**config.mk**
```make
export PLATFORM = sky130hd
export DESIGN_NAME = smf_track_event_parser_top
export DESIGN_NICKNAME = d
export VERILOG_FILES = /design/src/hw/rtl/smf_pkg.sv /design/src/hw/rtl/smf_track_event_parser_top.sv
export SDC_FILE = /design/constraint.sdc
export NUM_CORES = 1
export LEC_CHECK = 0
export BUFFER_PORTS_ARGS = -buffer_cell sky130_fd_sc_hd__buf_2
export CAP_MARGIN = 20
export CORE_AREA = 4 4 206 208
export CTS_CLUSTER_SIZE = 10
export DETAILED_ROUTE_END_ITERATION = 12
export DIE_AREA = 0 0 210 212
export PLACE_DENSITY_LB_ADDON = 0.15
export RECOVER_POWER = 25
export SYNTH_ARGS = -nofsm -noshare
export SYNTH_HDL_FRONTEND = slang
export SYNTH_SLANG_ARGS = --single-unit
export TNS_END_PERCENT = 50
```
**constraint.sdc**
```tcl
create_clock -name clock -period 11.9 [get_ports clock]
set_input_delay 2.38 -clock clock [delete_from_list [all_inputs] [get_ports clock]]
set_output_delay 2.38 -clock clock [all_outputs]
set_load 0.05 [all_outputs]
```
**src/hw/rtl/smf_pkg.sv**
```systemverilog
// Package for the MIDI track parser: phase encoding, event kinds and error codes.
// No dependencies.
package smf_pkg;
   typedef enum logic [3:0] {
      PH_DELTA, PH_STATUS, PH_DATA1, PH_DATA2, PH_SKIP, PH_SKIP_BAD, PH_DLEN,
      PH_MLEN, PH_TEMPO, PH_TS_NUM, PH_TS_DEN, PH_TS_REST, PH_KS_SIG, PH_KS_MAJ
   } phase_type;

   localparam logic [3:0] KIND_NONE     = 4'd0;
   localparam logic [3:0] KIND_NOTE_OFF = 4'd1;
   localparam logic [3:0] KIND_NOTE_ON  = 4'd2;
   localparam logic [3:0] KIND_POLY     = 4'd3;
   localparam logic [3:0] KIND_PROGRAM  = 4'd4;
   localparam logic [3:0] KIND_CONTROL  = 4'd5;
   localparam logic [3:0] KIND_CHAN_PR  = 4'd6;
   localparam logic [3:0] KIND_BEND     = 4'd7;
   localparam logic [3:0] KIND_TEMPO    = 4'd8;
   localparam logic [3:0] KIND_TIMESIG  = 4'd9;
   localparam logic [3:0] KIND_KEYSIG   = 4'd10;

   localparam logic [1:0] ERR_NONE    = 2'd0;
   localparam logic [1:0] ERR_CORRUPT = 2'd1;
   localparam logic [1:0] ERR_LENGTH  = 2'd2;
   localparam logic [1:0] ERR_UNKNOWN = 2'd3;

   localparam logic [6:0] TEXT_LIMIT = 7'd100;
endpackage

```
**src/hw/rtl/smf_track_event_parser_top.sv**
```systemverilog
// Top level of the MIDI track body parser.
// Depends on smf_pkg.
//
// The block takes one track body byte per word on the req_ channel and gives
// at most one result word per byte on the rsp_ channel: a finished event, the
// first error, or the end of track. A byte is parsed with a single pass
// of logic into the output register, so a new byte can be taken every
// cycle unless stalled, one byte per cycle; a result appears in the cycle
// after its byte. The output register is the only buffer: req_stall is
// raised only while a result sits in it and the result side stalls. Writing
// csr_track_length restarts the parser and loads the byte count; write it
// only while the block is idle. After the last byte or after an error, bytes
// are taken and dropped without results.
module smf_track_event_parser_top (
   input  logic        clock,
   input  logic        reset,
   input  logic        req_valid,
   output logic        req_stall,
   input  logic [7:0]  req_data_byte,
   output logic        rsp_valid,
   input  logic        rsp_stall,
   output logic [3:0]  rsp_kind,
   output logic [31:0] rsp_delta_time,
   output logic [3:0]  rsp_channel,
   output logic [23:0] rsp_value_a,
   output logic [7:0]  rsp_value_b,
   output logic signed [3:0] rsp_key_sharps,
   output logic [1:0]  rsp_error_code,
   output logic        rsp_track_done,
   input  logic        csr_valid,
   output logic        csr_ready,
   input  logic [31:0] csr_track_length
);
   smf_pkg::phase_type phase_ff, phase_in;
   logic [7:0]  status_ff, status_in;
   logic [31:0] delta_ff, delta_in;
   logic [31:0] vl_ff, vl_in;
   logic [2:0]  vlcnt_ff, vlcnt_in;
   logic [6:0]  skip_ff, skip_in;
   logic [7:0]  meta_ff, meta_in;
   logic [23:0] gath_ff, gath_in;
   logic [31:0] left_ff, left_in;
   logic        failed_ff, failed_in;

   logic        ov_ff, ov_in;
   logic [3:0]  okind_ff, okind_in;
   logic [31:0] odelta_ff, odelta_in;
   logic [3:0]  ochan_ff, ochan_in;
   logic [23:0] oa_ff, oa_in;
   logic [7:0]  ob_ff, ob_in;
   logic [3:0]  okey_ff, okey_in;
   logic [1:0]  oerr_ff, oerr_in;
   logic        odone_ff, odone_in;

   logic take;
   logic [7:0] b;
   logic [31:0] vl_next;
   logic [2:0]  vl_cnt_next;
   logic        vl_end;
   logic [31:0] left_dec;
   logic        last;
   logic        give;
   logic [7:0]  ksig;

   // Input is held back only when the output register is full and stalled.
   assign req_stall = ov_ff & rsp_stall;
   assign take      = req_valid & ~req_stall;
   assign csr_ready = 1'b1;
   assign b         = req_data_byte;

   assign vl_next     = {vl_ff[24:0], b[6:0]};
   assign vl_cnt_next = vlcnt_ff + 3'd1;
   assign vl_end      = ~b[7];
   assign left_dec    = left_ff - 32'd1;
   assign last        = (left_dec == 32'd0);
   assign ksig        = gath_ff[7:0];

   always_comb begin
      phase_in  = phase_ff;
      status_in = status_ff;
      delta_in  = delta_ff;
      vl_in     = vl_ff;
      vlcnt_in  = vlcnt_ff;
      skip_in   = skip_ff;
      meta_in   = meta_ff;
      gath_in   = gath_ff;
      left_in   = left_ff;
      failed_in = failed_ff;
      okind_in  = smf_pkg::KIND_NONE;
      ochan_in  = 4'd0;
      oa_in     = 24'd0;
      ob_in     = 8'd0;
      okey_in   = 4'd0;
      oerr_in   = smf_pkg::ERR_NONE;
      give      = 1'b0;

      if (take && !failed_ff && left_ff != 32'd0) begin
         // Small helper effects are written inline; give() zeroes the sum and
         // returns to delta parsing.
         case (phase_ff)
            smf_pkg::PH_DELTA, smf_pkg::PH_MLEN: begin
               vl_in    = vl_next;
               vlcnt_in = vl_cnt_next;
               if (!vl_end) begin
                  if (vl_cnt_next >= 3'd5) begin
                     oerr_in   = smf_pkg::ERR_LENGTH;
                     failed_in = 1'b1;
                  end
               end else begin
                  vl_in    = 32'd0;
                  vlcnt_in = 3'd0;
                  if (phase_ff == smf_pkg::PH_DELTA) begin
                     delta_in = delta_ff + vl_next;
                     phase_in = smf_pkg::PH_STATUS;
                  end else begin
                     case (meta_ff)
                        8'h2F: phase_in = smf_pkg::PH_DELTA;
                        8'h51: begin
                           if (vl_next != 32'd3) begin
                              oerr_in = smf_pkg::ERR_CORRUPT; failed_in = 1'b1;
                           end else begin
                              gath_in = 24'd0; skip_in = 7'd3;
                              phase_in = smf_pkg::PH_TEMPO;
                           end
                        end
                        8'h58: begin
                           if (vl_next != 32'd4) begin
                              oerr_in = smf_pkg::ERR_CORRUPT; failed_in = 1'b1;
                           end else phase_in = smf_pkg::PH_TS_NUM;
                        end
                        8'h59: begin
                           if (vl_next != 32'd2) begin
                              oerr_in = smf_pkg::ERR_CORRUPT; failed_in = 1'b1;
                           end else phase_in = smf_pkg::PH_KS_SIG;
                        end
                        default: begin
                           if (vl_next >= {25'd0, smf_pkg::TEXT_LIMIT}) begin
                              oerr_in = smf_pkg::ERR_LENGTH; failed_in = 1'b1;
                           end else if (vl_next == 32'd0) begin
                              phase_in = smf_pkg::PH_DELTA;
                           end else begin
                              skip_in  = vl_next[6:0];
                              phase_in = smf_pkg::PH_SKIP;
                           end
                        end
                     endcase
                  end
               end
            end
            smf_pkg::PH_STATUS, smf_pkg::PH_DATA1: begin
               if (phase_ff == smf_pkg::PH_STATUS && b[7]) begin
                  status_in = b;
                  phase_in  = smf_pkg::PH_DATA1;
               end else begin
                  case (status_ff[7:4])
                     4'h8, 4'h9, 4'hA, 4'hB, 4'hE: begin
                        gath_in  = {16'd0, b};
                        phase_in = smf_pkg::PH_DATA2;
                     end
                     4'hC, 4'hD: begin
                        give     = 1'b1;
                        okind_in = (status_ff[7:4] == 4'hC) ? smf_pkg::KIND_PROGRAM
                                                            : smf_pkg::KIND_CHAN_PR;
                        ochan_in = status_ff[3:0];
                        oa_in    = {16'd0, b};
                     end
                     4'hF: begin
                        status_in = 8'd0;
                        if (status_ff == 8'hFF) begin
                           meta_in = b;
                           if (b == 8'h00 || b == 8'h20 || b == 8'h21) begin
                              phase_in = smf_pkg::PH_DLEN;
                           end else begin
                              vl_in = 32'd0; vlcnt_in = 3'd0;
                              phase_in = smf_pkg::PH_MLEN;
                           end
                        end else if (b >= 8'd127) begin
                           oerr_in = smf_pkg::ERR_CORRUPT; failed_in = 1'b1;
                        end else if (b == 8'd0) begin
                           phase_in = smf_pkg::PH_DELTA;
                           if (status_ff != 8'hF0 && status_ff != 8'hF7) begin
                              oerr_in = smf_pkg::ERR_UNKNOWN; failed_in = 1'b1;
                           end
                        end else begin
                           skip_in  = b[6:0];
                           phase_in = (status_ff == 8'hF0 || status_ff == 8'hF7)
                                      ? smf_pkg::PH_SKIP : smf_pkg::PH_SKIP_BAD;
                        end
                     end
                     default: phase_in = smf_pkg::PH_DELTA;
                  endcase
               end
            end
            smf_pkg::PH_DATA2: begin
               ochan_in = status_ff[3:0];
               oa_in    = {16'd0, gath_ff[7:0]};
               ob_in    = b;
               give     = 1'b1;
               case (status_ff[7:4])
                  4'h8: okind_in = smf_pkg::KIND_NOTE_OFF;
                  4'h9: okind_in = (b != 8'd0) ? smf_pkg::KIND_NOTE_ON
                                               : smf_pkg::KIND_NOTE_OFF;
                  4'hA: okind_in = smf_pkg::KIND_POLY;
                  4'hB: okind_in = smf_pkg::KIND_CONTROL;
                  4'hE: okind_in = smf_pkg::KIND_BEND;
                  default: begin
                     give = 1'b0; ochan_in = 4'd0; oa_in = 24'd0; ob_in = 8'd0;
                     phase_in = smf_pkg::PH_DELTA;
                  end
               endcase
            end
            smf_pkg::PH_SKIP, smf_pkg::PH_SKIP_BAD: begin
               skip_in = skip_ff - 7'd1;
               if (skip_ff == 7'd1) begin
                  phase_in = smf_pkg::PH_DELTA;
                  if (phase_ff == smf_pkg::PH_SKIP_BAD) begin
                     oerr_in = smf_pkg::ERR_UNKNOWN; failed_in = 1'b1;
                  end
               end
            end
            smf_pkg::PH_DLEN: begin
               if (b != ((meta_ff == 8'h00) ? 8'd2 : 8'd1)) begin
                  oerr_in = smf_pkg::ERR_CORRUPT; failed_in = 1'b1;
               end else begin
                  skip_in  = (meta_ff == 8'h00) ? 7'd2 : 7'd1;
                  phase_in = smf_pkg::PH_SKIP;
               end
            end
            smf_pkg::PH_TEMPO: begin
               gath_in = {gath_ff[15:0], b};
               skip_in = skip_ff - 7'd1;
               if (skip_ff == 7'd1) begin
                  give = 1'b1; okind_in = smf_pkg::KIND_TEMPO;
                  oa_in = {gath_ff[15:0], b};
               end
            end
            smf_pkg::PH_TS_NUM: begin
               gath_in = {16'd0, b}; phase_in = smf_pkg::PH_TS_DEN;
            end
            smf_pkg::PH_TS_DEN: begin
               if (b >= 8'd5 || gath_ff[7:0] > 8'd20) begin
                  oerr_in = smf_pkg::ERR_CORRUPT; failed_in = 1'b1;
               end else begin
                  gath_in = {8'd0, gath_ff[7:0], b};
                  skip_in = 7'd2; phase_in = smf_pkg::PH_TS_REST;
               end
            end
            smf_pkg::PH_TS_REST: begin
               skip_in = skip_ff - 7'd1;
               if (skip_ff == 7'd1) begin
                  give = 1'b1; okind_in = smf_pkg::KIND_TIMESIG;
                  oa_in = {16'd0, gath_ff[15:8]};
                  ob_in = 8'd1 << gath_ff[2:0];
               end
            end
            smf_pkg::PH_KS_SIG: begin
               gath_in = {16'd0, b}; phase_in = smf_pkg::PH_KS_MAJ;
            end
            smf_pkg::PH_KS_MAJ: begin
               if ($signed(ksig) >= 8'sd7 || $signed(ksig) <= -8'sd7) begin
                  oerr_in = smf_pkg::ERR_CORRUPT; failed_in = 1'b1;
               end else begin
                  give = 1'b1; okind_in = smf_pkg::KIND_KEYSIG;
                  ob_in = b; okey_in = ksig[3:0];
               end
            end
            default: phase_in = smf_pkg::PH_DELTA;
         endcase

         if (give) begin
            delta_in = 32'd0;
            phase_in = smf_pkg::PH_DELTA;
         end
         left_in = left_dec;
         // A truncated event at the end is an overrun, unless an error came first.
         if (last && (phase_in != smf_pkg::PH_DELTA || vlcnt_in != 3'd0)) begin
            if (!failed_in) oerr_in = smf_pkg::ERR_LENGTH;
            failed_in = 1'b1;
         end
      end
   end

   assign odelta_in = give ? delta_ff : 32'd0;
   assign odone_in  = last;
   assign ov_in     = take && !failed_ff && left_ff != 32'd0 &&
                      (okind_in != smf_pkg::KIND_NONE || oerr_in != smf_pkg::ERR_NONE || last);

   always_ff @(posedge clock) begin
      if (reset || csr_valid) begin
         phase_ff  <= smf_pkg::PH_DELTA;
         status_ff <= 8'd0;
         delta_ff  <= 32'd0;
         vl_ff     <= 32'd0;
         vlcnt_ff  <= 3'd0;
         skip_ff   <= 7'd0;
         meta_ff   <= 8'd0;
         gath_ff   <= 24'd0;
         left_ff   <= reset ? 32'd0 : csr_track_length;
         failed_ff <= 1'b0;
      end else begin
         phase_ff  <= phase_in;
         status_ff <= status_in;
         delta_ff  <= delta_in;
         vl_ff     <= vl_in;
         vlcnt_ff  <= vlcnt_in;
         skip_ff   <= skip_in;
         meta_ff   <= meta_in;
         gath_ff   <= gath_in;
         left_ff   <= left_in;
         failed_ff <= failed_in;
      end
   end

   // Output register: loads a new word when empty or when the last one leaves.
   always_ff @(posedge clock) begin
      if (reset) begin
         ov_ff <= 1'b0;
      end else if (!req_stall) begin
         ov_ff <= ov_in;
      end
   end

   always_ff @(posedge clock) begin
      if (!req_stall && ov_in) begin
         okind_ff  <= okind_in;
         odelta_ff <= odelta_in;
         ochan_ff  <= ochan_in;
         oa_ff     <= oa_in;
         ob_ff     <= ob_in;
         okey_ff   <= okey_in;
         oerr_ff   <= oerr_in;
         odone_ff  <= odone_in;
      end
   end

   assign rsp_valid      = ov_ff;
   assign rsp_kind       = okind_ff;
   assign rsp_delta_time = odelta_ff;
   assign rsp_channel    = ochan_ff;
   assign rsp_value_a    = oa_ff;
   assign rsp_value_b    = ob_ff;
   assign rsp_key_sharps = okey_ff;
   assign rsp_error_code = oerr_ff;
   assign rsp_track_done = odone_ff;
endmodule

```
==> results of run 1 <==
[cell type report]
type	instances	share of cell area (%)
clock buffers	46	5.97
multi-input cells	1110	46.2
clock inverters	4	0.156
flip-flops and latches	216	37.7
inverters	29	0.755
well taps	532	4.62
repair buffers	139	4.52
[power by group]
part / internal [mW] / total, mW / leakage [nW] / switching, mW
Combinational: 0.0497 / 0.152 / 2.61 / 0.102
Sequential: 0.794 / 0.815 / 1.91 / 0.0208
Clock: 0.488 / 0.807 / 0.431 / 0.319
Total: 1.33 / 1.77 / 4.95 / 0.442
[through the flow]
step	instance area, um^2	power (mW)	instances	setup WS (ps)
after detailed placement	13600	0.982	2025	5460
after CTS	14500	1.80	2075	6040
final	14400	1.77	2076	6170
after global routing	14400	1.85	2076	5920
after global placement	13600	0.981	2025	5550
after floorplan	12500	0.934	1438	5010
[Yosys cell counts (all sizes together) (10+ instances only)]
master	count
or2	11
nor4	27
xnor2	35
o21a	12
buf	14
dfxtp	105
nand2	142
nor3	50
nand3	82
edfxtp	111
nor4b	10
and2	62
ha	38
nand2b	17
nand4	13
xor2	16
o31ai	12
clkbuf	69
inv	28
nor2	160
a31oi	14
a21oi	157
mux2i	13
a21o	12
a22oi	21
o21ai	58
[sequential cells by signal, summed over array words and instances, names as in the netlist]
name and flops:
vl_ff 25, phase_ff 4, rsp_value_a 24, meta_ff 8, rsp_key_sharps 4, delta_ff 32
skip_ff 7, status_ff 8, gath_ff 16, rsp_value_b 8, failed_ff 1, rsp_valid 1
rsp_error_code 2, vlcnt_ff 3, rsp_delta_time 32, rsp_kind 4, rsp_track_done 1, rsp_channel 4
left_ff 32
[per-layer routing]
| metal | global-route usage (%) | share of wire, % | vias up |
|---|---|---|---|
| li1 | - | - | 5452 |
| met1 | 23.1 | 46 | 5302 |
| met2 | 28.5 | 46 | 290 |
| met3 | 3.16 | 5.1 | 73 |
| met4 | 4.28 | 2.2 | 8 |
| met5 | 0 | 0.16 | - |
[critical path, cell delays in order]
cell and delay, ps:
buf_2 220, or3b_2 510, a2111oi_0 790, nor2_1 180
o211a_1 290, o211ai_1 150, o211ai_1 170, nor4_1 390
o41ai_2 150, nand2b_4 420, buf_12 310
[kinds of logic after synthesis]
group,count (synthesis),synth area share [%]
and+or+nand+nor,629,25.3
buffers and inverters,112,3.55
AOI/OAI and AO/OA,376,19.0
adders and majority gates,40,4.04
DFF,216,43.5
muxes,13,1.04
xor gates and xnor gates,51,3.57
other,1,0.0300
[path summary, 6_finish.rpt]
| path | startpoint | to | slack [ps] | cells past startpoint |
|---|---|---|---|---|
| max reg2reg | left_ff[4] | rsp_value_a[23] | 6920 | 10 |
| min | delta_ff[21] | delta_ff[21] | 480 | 2 |
| min reg2reg | delta_ff[21] | delta_ff[21] | 480 | 2 |
| max | req_data_byte[7] | rsp_value_a[23] | 6170 | 11 |
==> impl_metrics.toml, run 1 <==
[timing]
period_share_pct = 48.2
rsz0062_at_grt = "no"
hold_violations = 0
worst_hold_slack_ps = 477
finalSetupViolations = 0
fin_setup_tns_ps = 0
fin_skew_ps = 17.0
period_minus_slack_ps = 5730
fmax_ghz = 0.174
worstMarginPinSlew_ps = 2770
slew_headroom_pct = -84.6
finalMaxSlewViolations = 65

[global_routing]
grt_overflow = 0
grt_max_degree = 83
grt_usage_pct = 17.1
grt_pass1_vias = 10900
grt_antenna_before_repair = 4
grt_pass1_wl_um = 62100

[cts]
cts_buffer_depth = 3
clock-sinks = 216
cts_tree = "built"
cts_resized = 0
h-tree-depth = 1
clkTransAtPathRegs_ps = 50
postCtsSetupBuffers = 0
postCtsHoldBufs = 0
root_buffer = "clkbuf_16"
clk_latency_ps = 560
cts_buffers = 28

[floorplan]
start_util_pct = 30.8
num_rows = 74
top_level_ports = 127
dieArea_mm2 = 0.0445
die_x_um = 210
fp.dieH_um = 212
core-area_mm2 = 0.0406

[logic_synthesis]
synth.top_cell.area_share_pct = 26.7
avgSynthCellArea_um2 = 8.69
yosysWarnings = 0
ys_seq_elements = 216
synth_area_leader_cell = "edfxtp_1"
syn_nets = 1522
synth_edf_count = 111
syn_area_mm2 = 0.0125
async_flop_share_pct = 0
yosys-top-cells-area = "edfxtp_1 27%, dfxtp_1 17%, a21oi_1 6.3%"
ys_seq_area_share_pct = 43.5
synth-main-ff-cell = "edfxtp_1"
netlist_instances = 1438
yosys.cell_types.count = 84

[routing]
vias = 11100
drt_iter0_markers = 896
wl_um = 39000
wl_per_cell_um = 18.8
postRouteAntennaNets = 0
routed_via_density = 5.36
post-route-drc-count = 0
drt_pass1_iterations = 6

[layout]
fin_nets = 1608
num_antenna_cells = 0
most-common-layout-cells = "159 x nor2_1, 156 x a21oi_1, 142 x nand2_1, 111 x edfxtp_1, 105 x dfxtp_1"
area_growth_pct = 15.3
final_common_cell = "nor2_1"
post-route-util_pct = 35.5
multi_input_area_mm2 = 0.00666
drive_gt1_share_pct = 9.33
fill_cells = 4287
area.sequential_mm2 = 0.00544

[placed_design]
port_buffers = 125
dp_hpwl_um = 27300
gp_congestion = 0.873

[setup_path]
crit_path_end_kind = "flip-flop"
critPathMaxFanout = 46
cp_data_required_time_ps = 12180
arrival_ps = 6020
start_kind = "primary input"
critical_path_class = "primary input to flip-flop"

[power]
leakage_nw = 4.95
power_density_mw_per_mm2 = 123
ir_worst_vdd_mv = 0.0962

[run]
maxCapViolCount = 1

[min_path]
hold_class = "flip-flop to flip-flop"

[run_status]
violations = "max-capacitance violations, max-slew violations"
outcome = "finished with violations"
Power figures use the tool's default switching activity.
==> run 2, diff against run 1 <==
Settings changed: ABC_AREA set to 1, CORE_AREA 4 4 206 208 to 4 4 210 212, DIE_AREA 0 0 210 212 to 0 0 214 216.
Clock period 11.9 ns to 5.5 ns, I/O delays scaled along.
==> impl_metrics.toml, run 2 <==
[run_status]
outcome = "finished with violations"
violations = "max-capacitance violations, max-slew violations"

[logic_synthesis]
yosys.cell_types.count = 56
yosysWarnings = 0
synth.top_cell.area_share_pct = 25.8
synth_most_common_cell = "nand2_1"
netlist_instances = 1756
synth_commonest_cells = "369 x nand2_1, 255 x nor2_1, 187 x inv_1"
synth_top_family_by_area = "simple AND/OR/NAND/NOR gates"
syn_nets = 1840
syn_area_mm2 = 0.0129
synth_edf_count = 111
yosys-top-cells-area = "edfxtp_1 26%, dfxtp_1 16%, nand2_1 11%"
synth_compound_area_share_pct = 17.1
synth_xor_area_share_pct = 2.03
ys_seq_elements = 216
ys_seq_area_share_pct = 42.0
async_flop_share_pct = 0
synth_mux_area_share_pct = 0
synthSimpleGateAreaFrac_pct = 26.7
synth_area_leader_cell = "edfxtp_1"
avgSynthCellArea_um2 = 7.37
synth-main-ff-cell = "edfxtp_1"
synth_fa_ha_area_share_pct = 3.83

[setup_path]
start_kind = "primary input"
arrival_ps = 4800
crit_path_max_incr_delay_ps = 1390
critical_path_class = "primary input to flip-flop"
critPathMostFrequentCell = "clkbuf_1"
crit_slowest_cell = "clkbuf_1"
r2r_start = "phase_ff[0]"
crit_path_end_kind = "flip-flop"
cp_data_required_time_ps = 5920
crit_chain = "clkbuf_1 -> nor2_2 -> clkbuf_1 -> clkinvlp_2 -> clkbuf_1 -> a21oi_1 -> o21ai_0 -> nand2_1"
critPathMaxFanout = 33
crit_start = "csr_valid"

[timing]
finalSetupViolations = 0
fin_skew_ps = 22.3
period_share_pct = 79.6
period_minus_slack_ps = 4380
fmax_ghz = 0.229
fin_setup_tns_ps = 0
finalMaxSlewViolations = 33
rsz0062_at_grt = "no"
worstMarginPinSlew_ps = 1920
slew_headroom_pct = -27.7
hold_violations = 0
worst_hold_slack_ps = 474

[layout]
multi_input_area_mm2 = 0.00644
fill_cells = 4443
area_growth_pct = 15.0
fin_nets = 1943
most-common-layout-cells = "369 x nand2_1, 254 x nor2_1, 186 x inv_1, 158 x a21oi_1, 111 x edfxtp_1"
drive_gt1_share_pct = 8.13
fin_area_mm2 = 0.0149
post-route-util_pct = 35.5
final_common_cell = "nand2_1"
area.sequential_mm2 = 0.00544
num_antenna_cells = 0

[power]
power_density_mw_per_mm2 = 281
intPower_mw = 3.03
p_sw_mw = 1.16
ir_worst_vdd_mv = 0.223
leakage_nw = 5.88
p_comb_share_pct = 12.8
switching_share_pct = 27.6
clockPowerShare_pct = 44.1
seq_power_share_pct = 43.1
power_mw = 4.19

[cts]
cts_resized = 0
cts_buffers = 28
clk_latency_ps = 560
cts_tree = "built"
postCtsHoldBufs = 0
h-tree-depth = 1
postCtsSetupBuffers = 0
clock-sinks = 216
cts_buffer_depth = 3
clkTransAtPathRegs_ps = 60
root_buffer = "clkbuf_16"

[floorplan]
fp.dieH_um = 216
start_util_pct = 30.8
dieArea_mm2 = 0.0462
die_x_um = 214
top_level_ports = 127
core-area_mm2 = 0.0419
num_rows = 75

[routing]
postRouteAntennaNets = 0
wl_per_cell_um = 18.0
wl_um = 43500
drt_pass1_iterations = 6
post-route-drc-count = 0
routed_via_density = 5.11
vias = 12400
drt_iter0_markers = 828

[global_routing]
grt_pass1_vias = 12000
grt_usage_pct = 18.2
grt_pass1_wl_um = 68500
grt_antenna_before_repair = 0
grt_max_degree = 76
grt_overflow = 0

[min_path]
hold_class = "flip-flop to flip-flop"
worstHoldStart = "gath_ff[10]"

[run]
maxCapViolCount = 1

[placed_design]
gp_congestion = 0.942
dp_hpwl_um = 32300
place_area_mm2 = 0.0140
port_buffers = 125
-- run 2: worst max-delay path, delay by kind of cell --
family	cells	cell delay, ps
buf+inv	4	2970
compound gates	2	400
simple gates	2	320
-- run 2: cell type report --
type | instances | area share, %
Sequential cell | 216 | 36.5
Timing Repair Buffer | 136 | 4.15
Multi-Input combinational cell | 1271 | 43.3
Clock buffer | 51 | 6.27
Clock inverter | 1 | 0.0421
Inverter | 206 | 5.21
Tap cell | 539 | 4.53
-- run 2: through the flow --
| stage | setup WS (ps) | std cells |
|---|---|---|
| final | 1120 | 2420 |
| after global routing | 621 | 2420 |
| after CTS | 1340 | 2420 |
| after detailed placement | 875 | 2368 |
| after global placement | 1020 | 2368 |
| after floorplan | 185 | 1756 |
-- run 2: layer usage --
layer / part of all wire, % / wire length, um / track usage, %
met5: 0 / 0 / 0
met2: 43 / 18800 / 28.6
met4: 1.7 / 759 / 4.34
met1: 49 / 21400 / 26.6
met3: 5.8 / 2510 / 2.67
-- run 2: path summary, 6_finish.rpt --
| path | end | slack, ps | depth (start not counted) |
|---|---|---|---|
| worst max-delay path | left_ff[31] | 1120 | 8 |
| worst max register to register | rsp_value_a[9] | 1380 | 12 |
| worst min register to register | gath_ff[10] | 470 | 2 |
| worst min-delay path | gath_ff[10] | 470 | 2 |
-- run 2: cells by family after synthesis --
| group | after synthesis |
|---|---|
| other | 1 |
| flip-flops | 216 |
| AO/OA/AOI/OAI | 379 |
| buffers and inverters | 269 |
| AND/OR/NAND/NOR | 822 |
| XOR/XNOR | 30 |
| adder cells (fa/ha/maj) | 39 |
-- run 2: power by group through the flow --
| stage | Combinational, mW | Sequential [mW] | Clock, mW |
|---|---|---|---|
| global route | 0.604 | 1.81 | 1.97 |
| detailed placement | 0.541 | 1.83 | 0 |
| CTS | 0.544 | 1.80 | 1.91 |
| finish | 0.537 | 1.80 | 1.85 |
| floorplan | 0.344 | 1.87 | 0 |
| global placement | 0.541 | 1.83 | 0 |
